<file path="src/hdl/freivalds_product_check_macros.svh">
// Assertion macros for the Freivalds product checker.
// Expects clk and rst_n in the scope of each use.
`ifndef FREIVALDS_PRODUCT_CHECK_MACROS_SVH
`define FREIVALDS_PRODUCT_CHECK_MACROS_SVH

`define FPC_CHK_SAME(lbl, ante, cons, msg) \
  lbl: assert property (@(posedge clk) disable iff (!rst_n) (ante) |-> (cons)) \
    else $error(msg);

`define FPC_CHK_NEXT(lbl, ante, cons, msg) \
  lbl: assert property (@(posedge clk) disable iff (!rst_n) (ante) |=> (cons)) \
    else $error(msg);

`endif

</file>
<file path="src/hdl/fpc_pkg.sv">
// Shared types and constants for the Freivalds product checker.
// No dependencies; used by fpc_mac_unit and freivalds_product_check.
package fpc_pkg;

  localparam int SUM_W      = 32;
  localparam int SIZE_W     = 5;
  localparam int IN_IDX_W   = 4;
  localparam int IN_VALUE_W = 16;
  localparam int TV_W       = 16;
  localparam int TV_IDX_W   = 4;

  typedef enum logic [1:0] {
    MODE_LOAD_A = 2'd0,
    MODE_LOAD_B = 2'd1,
    MODE_LOAD_C = 2'd2,
    MODE_CHECK  = 2'd3
  } mode_t;

  typedef struct packed {
    logic valid;
    logic phase_ac;
    logic first;
    logic last;
  } mac_tag_t;

  typedef struct packed {
    logic done;
    logic phase_ac;
    logic mismatch;
  } mac_status_t;

endpackage

</file>
<file path="src/hdl/fpc_mac_unit.sv">
// Shared multiply-accumulate unit: product stage, then row accumulators.
// Depends on fpc_pkg for the tag and status structs.
module fpc_mac_unit import fpc_pkg::*; (
  input  logic              clk,
  input  logic              rst_n,
  input  mac_tag_t          tag_i,
  input  logic              xbit_i,
  input  logic [SUM_W-1:0]  elem_i,
  input  logic [SUM_W-1:0]  bx_i,
  input  logic [SUM_W-1:0]  celem_i,
  output logic              busy_o,
  output mac_status_t       status_o,
  output logic [SUM_W-1:0]  row_sum_o
);

  mac_tag_t         tag2_r, tag3_r;
  logic [SUM_W-1:0] prod_r, prod_nxt;
  logic [SUM_W-1:0] cterm_r, cterm_nxt;
  logic [SUM_W-1:0] acc_p_r, acc_p_nxt;
  logic [SUM_W-1:0] acc_c_r, acc_c_nxt;

  always_comb begin
    if (tag_i.phase_ac) begin
      prod_nxt = elem_i * bx_i;
    end else begin
      prod_nxt = xbit_i ? elem_i : '0;
    end
    cterm_nxt = xbit_i ? celem_i : '0;
  end

  always_comb begin
    acc_p_nxt = (tag2_r.first ? '0 : acc_p_r) + prod_r;
    acc_c_nxt = (tag2_r.first ? '0 : acc_c_r) + cterm_r;
  end

  always_ff @(posedge clk) begin
    if (!rst_n) begin
      tag2_r <= '0;
      tag3_r <= '0;
    end else begin
      tag2_r <= tag_i;
      tag3_r <= tag2_r;
    end
  end

  always_ff @(posedge clk) begin
    prod_r  <= prod_nxt;
    cterm_r <= cterm_nxt;
    if (tag2_r.valid) begin
      acc_p_r <= acc_p_nxt;
      acc_c_r <= acc_c_nxt;
    end
  end

  assign busy_o            = tag2_r.valid | tag3_r.valid;
  assign status_o.done     = tag3_r.valid & tag3_r.last;
  assign status_o.phase_ac = tag3_r.phase_ac;
  assign status_o.mismatch = (acc_p_r != acc_c_r);
  assign row_sum_o         = acc_p_r;

endmodule

</file>
<file path="config.mk">
export PLATFORM = sky130hd
export DESIGN_NAME = fpc_mac_unit
export DESIGN_NICKNAME = d
export VERILOG_FILES = /design/src/hdl/freivalds_product_check_macros.svh /design/src/hdl/fpc_pkg.sv /design/src/hdl/fpc_mac_unit.sv
export SDC_FILE = /design/constraint.sdc
export NUM_CORES = 1
export LEC_CHECK = 0
export BUFFER_PORTS_ARGS = -buffer_cell sky130_fd_sc_hd__buf_2
export CELL_PAD_IN_SITES_DETAIL_PLACEMENT = 1
export CELL_PAD_IN_SITES_GLOBAL_PLACEMENT = 1
export CORE_ASPECT_RATIO = 0.9
export CORE_MARGIN = 1.5
export CORE_UTILIZATION = 34
export CTS_CLUSTER_SIZE = 10
export DETAILED_ROUTE_END_ITERATION = 10
export PLACE_DENSITY = 0.61
export SETUP_SLACK_MARGIN = 0.05
export SLEW_MARGIN = 20
export SYNTH_ARGS = -nofsm -noshare
export SYNTH_HDL_FRONTEND = slang
export SYNTH_SLANG_ARGS = --single-unit
</file>
<file path="constraint.sdc">
create_clock -name clk -period 22.8 [get_ports clk]
set_input_delay 3.42 -clock clk [delete_from_list [all_inputs] [get_ports clk]]
set_output_delay 3.42 -clock clk [all_outputs]
set_load 0.02 [all_outputs]
</file>
==> reports/results.tsv, run 1 <==
stage	metric	value	unit
status	status	complete, no violations	
timing	setup_viol	0	
cts	cts-root-buf	clkbuf_16	
yosys	ys_seq_area_frac	0.142	
final_layout	fill_cells	7961	
timing	clock.fmax	99.8	MHz
die	die_w	280	um
global_routing	grt_pass1_vias	20219	
worst_setup_path	crit_top_cell	fa_1	
timing	worst_pin_slew	0.977	ns
worst_setup_path	path_buf_inv	5	
detailed_routing	drc	0	
timing	rsz0062_at_grt	no	
detailed_routing	drtIter0Drc	1008	
global_routing	grt_pass1_wl	122	mm
placed_design	port-buffer-count	138	
final_layout	final_nets	3286	
cts	clkLatencyLatePin	0.45	ns
final_layout	area_growth	8.76	%
timing	period_minus_slack	10.02	ns
worst_setup_path	crit_slowest_cell	fa_1	
yosys	synth.distinct_cells	70	
timing	max_slew_margin	0.349	
worst_setup_path	required	23.14	ns
detailed_routing	num_vias	17527	
detailed_routing	via_per_inst	4.96	
timing	drv_slew	0	
worst_setup_path	startpoint	bx_i[2]	
worst_setup_path	crit_type	input port to register	
cts	h-tree-depth	4	
yosys	async_flop_share	0	
die	rows	91	
die	start_util	0.344	
cts	clkTransAtPathRegs	0.06	ns
detailed_routing	drt-pass1-iter-count	4	
yosys	avgSynthCellArea	9.27	sq um
worst_setup_path	path_depth	23	
yosys	synthCells	2539	
worst_setup_path	r2r_cells	13	
worst_hold_path	hp-start	tag2_r[2]$_SDFF_PN0_	
worst_hold_path	min_path_type	register to register	
final_layout	layout-drive-gt1-share	0.0757	
timing	clock-skew-final	0.0162	ns
yosys	syn_nets	3237	
worst_hold_path	hold_depth	1	
worst_setup_path	cp.arrival	10.36	ns
yosys	synth-edff-count	64	
worst_setup_path	start_kind	input port	
cts	post-cts-setup-buffers	0	
global_routing	grt_max_degree	67	
placed_design	dpl.hpwl	61.7	mm
final_layout	n_antenna_cell	0	
global_routing	antenna_found_initial	6	
die	core	68500	sq um
worst_setup_path	r2r-start	tag2_r[1]$_SDFF_PN0_	
global_routing	grt_use_total	0.230	
placed_design	gp_congestion	0.860	
worst_setup_path	end_kind	register	
cts	cts_max_path_buffers	2	
cts	cts_tree	done	
detailed_routing	drtAntennaViolNets	0	
cts	post_cts_resized	0	
yosys	ys.flop_type	dfxtp_1	
yosys	ys_warn_count	0	
die	die_area	70800	sq um
worst_setup_path	cp_max_fo	30	
final_layout	mostFrequentLayoutCells	410 x fa_1, 408 x inv_1, 351 x and2_1, 307 x nand2_1, 185 x ha_1	
die	num_io_pins	139	
detailed_routing	wl_per_cell	22.0	um
cts	hold_buffers	0	
worst_setup_path	critical_path.max_stage_delay	0.55	ns
yosys	syn_area	23500	sq um
timing	fin_crit_sh	0.440	
cts	numCtsBuffers	17	
worst_setup_path	crit_chain	buf_2 > and2_1 > fa_1 > inv_1 > fa_1 > fa_1 > fa_1 > inv_1 > fa_1 > inv_1 > fa_1 > inv_1 > fa_1 > fa_1 > ha_1 > nand3_1 > nor2_1 > a2111oi_2 > nor2_1 > o221a_2 > a31oi_1 > xnor2_1 > a22o_1	
yosys	ys_seq_elements	135	
detailed_routing	wirelength	77.7	mm
worst_setup_path	crit_family	adder cells	
global_routing	grt_remaining_overflow	0	
timing	fin_setup_tns	0	ns
run	cap_violations	0	
cts	clock_sinks	135	
die	die_height	253	um
final_layout	final_common_cell	fa_1	
timing	hold_viol	0	
-- synthesized netlist by cell type (all sizes together), types with 3 or more instances --
cell / number / area (sq um)
mux2i: 4 / 40.0
nor3: 15 / 75.1
nor2b: 67 / 419
edfxtp: 64 / 1920
xor2: 37 / 324
nand3: 15 / 75.1
a211oi: 9 / 72.6
ha: 185 / 2310
and3: 5 / 31.3
inv: 408 / 1530
nand4: 12 / 75.1
nand3b: 3 / 22.5
o221ai: 3 / 32.5
nand2b: 13 / 81.3
o311ai: 4 / 50.1
o2111ai: 4 / 47.6
and2: 352 / 2200
o21a: 14 / 105
o31ai: 6 / 55.1
o21ai: 58 / 305
dfxtp: 71 / 1420
clkbuf: 109 / 409
buf: 4 / 18.8
a31o: 3 / 26.3
a31oi: 8 / 50.1
nand2: 307 / 1150
nor2: 43 / 161
o21bai: 10 / 75.1
a21oi: 77 / 389
a21o: 35 / 263
or2: 4 / 25.0
fa: 410 / 8210
or3: 6 / 37.5
or4: 4 / 33.8
o22ai: 5 / 31.3
xnor2: 130 / 1140
o211ai: 8 / 60.1
nor4: 7 / 43.8
-- registers in the layout, summed over array words and instances (netlist names) --
| register | count |
|---|---|
| cterm_r | 32 |
| tag3_r | 2 |
| prod_r | 32 |
| row_sum_o | 32 |
| acc_c_r | 32 |
| tag2_r | 4 |
| status_o | 1 |
-- per-stage QoR --
stage | worst slack [ns] | hold slack [ns] | util | instances | cell area (sq um)
5_1_grt | 12.50 | 0.464 | 0.374 | 3531 | 25600
6_report | 12.78 | 0.440 | 0.374 | 3531 | 25600
3_3_place_gp | 12.43 | 0.414 | 0.365 | 3499 | 25000
3_5_place_dp | 12.35 | 0.435 | 0.365 | 3499 | 25000
2_1_floorplan | 12.97 | 0.412 | - | 2539 | 23500
4_1_cts | 12.83 | 0.451 | 0.374 | 3531 | 25600
-- metal layers --
layer / up-vias / track usage / wire length [um]
met1: 9151 / 0.326 / 37200
met2: 364 / 0.374 / 35900
li1: 7931 / - / -
met5: - / 0 / 13
met3: 79 / 0.0341 / 3320
met4: 2 / 0.0432 / 1360
-- area by class of cell --
| type | count | area [sq um] | area share |
|---|---|---|---|
| clock inverter | 8 | 60.1 | 0.00235 |
| sequential | 135 | 3350 | 0.131 |
| tap | 930 | 1160 | 0.0454 |
| multi-input combinational | 1883 | 18200 | 0.712 |
| inverter | 408 | 1530 | 0.0598 |
| timing repair buffer | 143 | 728 | 0.0284 |
| clock buffer | 24 | 537 | 0.0210 |
-- kinds of logic after synthesis --
group | count (synthesis) | synth area share
AOI/OAI and AO/OA | 260 | 0.0738
DFF | 135 | 0.142
and+or+nand+nor | 857 | 0.190
muxes | 4 | 0.00170
buffers and inverters | 521 | 0.0832
adders and majority gates | 595 | 0.447
xor gates and xnor gates | 167 | 0.0621
-- path summary, 6_finish.rpt --
kind	slack, ns	to
setup / recovery	12.78	prod_r[31]$_DFF_P_
hold / removal	0.44	status_o[1]$_SDFF_PN0_
setup reg to reg	18.49	acc_c_r[31]$_DFFE_PP_
hold reg to reg	0.44	status_o[1]$_SDFF_PN0_
Power of run 1 is left out: the tool's default activity adds up to more than one toggle a clock period on the data nets, which glitch-free logic cannot reach.
==> run 2, diff against run 1 <==
ABC_AREA = 1   (was unset)
PLACE_DENSITY = 0.66   (was 0.61)
clock period = 9 ns   (was 22.8 ns; I/O delays follow)
==> run 2 against run 1 <==
Against the previous run: setup slack worse by 12 ns; worst hold slack lost 0.021 ns; synthesized area grew 5.6%; sequential cell count stayed put; register-to-register slack worse by 13 ns; sequential share of layout area is 0.65 points lower; global-route usage is 0.95 points lower; core utilization is 0.10 points higher; die area increased by 5.5%; first-iteration DRC count is 2.4% higher; largest cell class unchanged.
==> reports/results.tsv, run 2 <==
stage	metric	value	unit	change
status	status	complete, no violations		unchanged
yosys	ys.flop_type	dfxtp_1		unchanged
worst_setup_path	path_buf_inv	6		was 5
cts	post-cts-setup-buffers	0		unchanged
placed_design	port-buffer-count	138		unchanged
final_layout	n_antenna_cell	0		unchanged
final_layout	finalNonFillerCells	4293		was 3531
yosys	yosys.area_share.simple	0.186		was 0.190
detailed_routing	drtAntennaViolNets	0		unchanged
timing	rsz0062_at_grt	no		unchanged
final_layout	area_growth	8.35	%	was 8.76%
detailed_routing	drt-pass1-iter-count	5		was 4
detailed_routing	drc	0		unchanged
yosys	synthCells	3280		was 2539
detailed_routing	wl_per_cell	18.4	um	was 22.0 um
cts	numCtsBuffers	17		unchanged
worst_setup_path	start_kind	input port		unchanged
cts	clock_sinks	135		unchanged
worst_setup_path	crit_type	input port to register		unchanged
global_routing	antenna_found_initial	7		was 6
die	die_w	288	um	was 280 um
worst_setup_path	crit_family	adder cells		unchanged
global_routing	grt_remaining_overflow	0		unchanged
timing	period_minus_slack	7.79	ns	
die	die_area	74800	sq um	was 70800 sq um
yosys	async_flop_share	0		unchanged
timing	clock.fmax	128	MHz	
timing	drv_slew	0		unchanged
yosys	synth_xor_area_frac	0.0349		was 0.0621
global_routing	grt_pass1_wl	126	mm	was 122 mm
final_layout	final_util	0.375		was 0.374
worst_setup_path	required	9.33	ns	was 23.14 ns
timing	setup_ws	1.21	ns	was 12.78 ns
yosys	synth-edff-count	64		unchanged
worst_setup_path	crit_top_cell	fa_1		unchanged
timing	clock-skew-final	0.0146	ns	was 0.0162 ns
final_layout	multi_input_area	17600	sq um	was 18200 sq um
yosys	synth.distinct_cells	55		was 70
die	start_util	0.346		was 0.344
final_layout	fill_cells	8948		was 7961
final_layout	layout-drive-gt1-share	0.0715		was 0.0757
timing	fin_setup_tns	0	ns	unchanged
detailed_routing	via_per_inst	4.74		was 4.96
cts	cts_tree	done		unchanged
worst_hold_path	min_path_type	register to register		unchanged
cts	cts-root-buf	clkbuf_16		unchanged
detailed_routing	drtIter0Drc	1032		was 1008
yosys	ys_seq_elements	135		unchanged
worst_setup_path	r2r-start	tag2_r[1]$_SDFF_PN0_		unchanged
worst_setup_path	critical_path.max_stage_delay	0.55	ns	about the same
final_layout	mostFrequentLayoutCells	916 x nand2_1, 900 x inv_1, 410 x fa_1, 185 x ha_1, 138 x buf_2		was 410 x fa_1, 408 x inv_1, 351 x and2_1, 307 x nand2_1, 185 x ha_1
worst_setup_path	startpoint	bx_i[4]		was bx_i[2]
final_layout	final-seq-area	3350	sq um	unchanged
cts	hold_buffers	0		unchanged
final_layout	final_common_cell	nand2_1		was fa_1
timing	worst_pin_slew	0.991	ns	was 0.977 ns
yosys	yosys.cell_count.top_type	nand2_1		was fa_1
run	cap_violations	0		unchanged
yosys	ys_warn_count	0		unchanged
yosys	ys_seq_area_frac	0.134		was 0.142
cts	h-tree-depth	4		unchanged
die	die_height	260	um	was 253 um
cts	cts_max_path_buffers	2		unchanged
placed_design	place_ws	0.776	ns	was 12.35 ns
yosys	avgSynthCellArea	7.58	sq um	was 9.27 sq um
yosys	synthTopCellsByArea	fa_1 33%, nand2_1 14%, inv_1 14%		was fa_1 35%, ha_1 9.8%, and2_1 9.3%
timing	max_slew_margin	0.340		was 0.349
cts	post_cts_resized	0		unchanged
global_routing	grt_pass1_vias	22276		was 20.2k
yosys	synth_top_area_cell	fa_1		unchanged
yosys	synth_top_family_by_area	adder cells		unchanged
worst_setup_path	crit_slowest_cell	buf_2		was fa_1
die	num_io_pins	139		unchanged
die	core	71900	sq um	was 68500 sq um
cts	clkTransAtPathRegs	0.06	ns	about the same
placed_design	place_inst	4261		was 3499
yosys	syn_nets	3978		was 3237
yosys	synth_compound_area_frac	0.0624		was 0.0738
placed_design	gp_congestion	0.880		was 0.860
worst_setup_path	cp.arrival	8.12	ns	was 10.36 ns
yosys	syn_area	24900	sq um	was 23500 sq um
yosys	synthAdderAreaFrac	0.423		was 0.447
worst_hold_path	hp-start	tag2_r[0]$_SDFF_PN0_		was tag2_r[2]$_SDFF_PN0_
timing	fin_crit_sh	0.866		
timing	setup_viol	0		unchanged
cts	clkLatencyLatePin	0.44	ns	was 0.45 ns
worst_setup_path	end_kind	register		unchanged
final_layout	final_nets	4028		was 3286
yosys	yosysTopAreaCellShare	0.330		was 0.349
die	rows	93		was 91
detailed_routing	wirelength	78.9	mm	was 77.7 mm
worst_setup_path	cp_max_fo	28		was 30
global_routing	grt_max_degree	66		was 67
timing	hold_viol	0		unchanged
yosys	netlist_top_cells_count	916 x nand2_1, 900 x inv_1, 410 x fa_1		was 410 x fa_1, 408 x inv_1, 351 x and2_1
detailed_routing	num_vias	20345		was 17.5k
yosys	synthMuxAreaShare	0		was 0.00170
global_routing	grt_use_total	0.221		was 0.230
placed_design	dpl.hpwl	64.9	mm	was 61.7 mm
[run 2: changes by cell type in the layout (fill, tap and decap cells not counted), moves of 67 or more]
cell,before,now
nand2_1,307,916
inv_1,408,900
and2_1,351,1
xnor2_1,130,42
nor2_1,43,121
nor2b_1,67,0
[run 2: kinds of logic after synthesis]
family,Yosys count
AND/OR/NAND/NOR,1161
buffers and inverters,1034
adder cells (fa/ha/maj),595
AO/OA/AOI/OAI,256
flip-flops,135
XOR/XNOR,99
[run 2: per-layer routing]
layer	wire [um]	global-route usage
met1	36800	0.303
met2	36900	0.365
met3	3430	0.0337
met4	1760	0.0492
met5	44	0
[run 2: worst min-delay path, stage by stage, from the launching register on]
cell     delay, ns
dfxtp_1       0.31
nand2_1       0.05
inv_1         0.04
[run 2: cell type report]
class | count | share of cell area
multi-input cells | 2111 | 0.652
flip-flops and latches | 135 | 0.124
well taps | 950 | 0.0441
repair buffers | 159 | 0.0315
clock inverters | 12 | 0.00418
inverters | 906 | 0.126
clock buffers | 20 | 0.0174
[run 2: per-stage QoR]
stage               instance area (sq um)  hold slack (ns)
floorplan                           24900            0.390
global placement                    26400            0.397
detailed placement                  26400            0.410
CTS                                 26900            0.427
global route                        26900            0.457
finish                              26900            0.419
[run 2: path summary, 6_finish.rpt]
| kind | depth (start not counted) | slack (ns) | end |
|---|---|---|---|
| hold reg to reg | 2 | 0.42 | tag3_r[0]$_SDFF_PN0_ |
| hold / removal | 2 | 0.42 | tag3_r[0]$_SDFF_PN0_ |
| setup / recovery | 25 | 1.21 | prod_r[26]$_DFF_P_ |
| setup reg to reg | 15 | 5.21 | row_sum_o[27]$_DFFE_PP_ |
Power of run 2 is left out for the same reason.
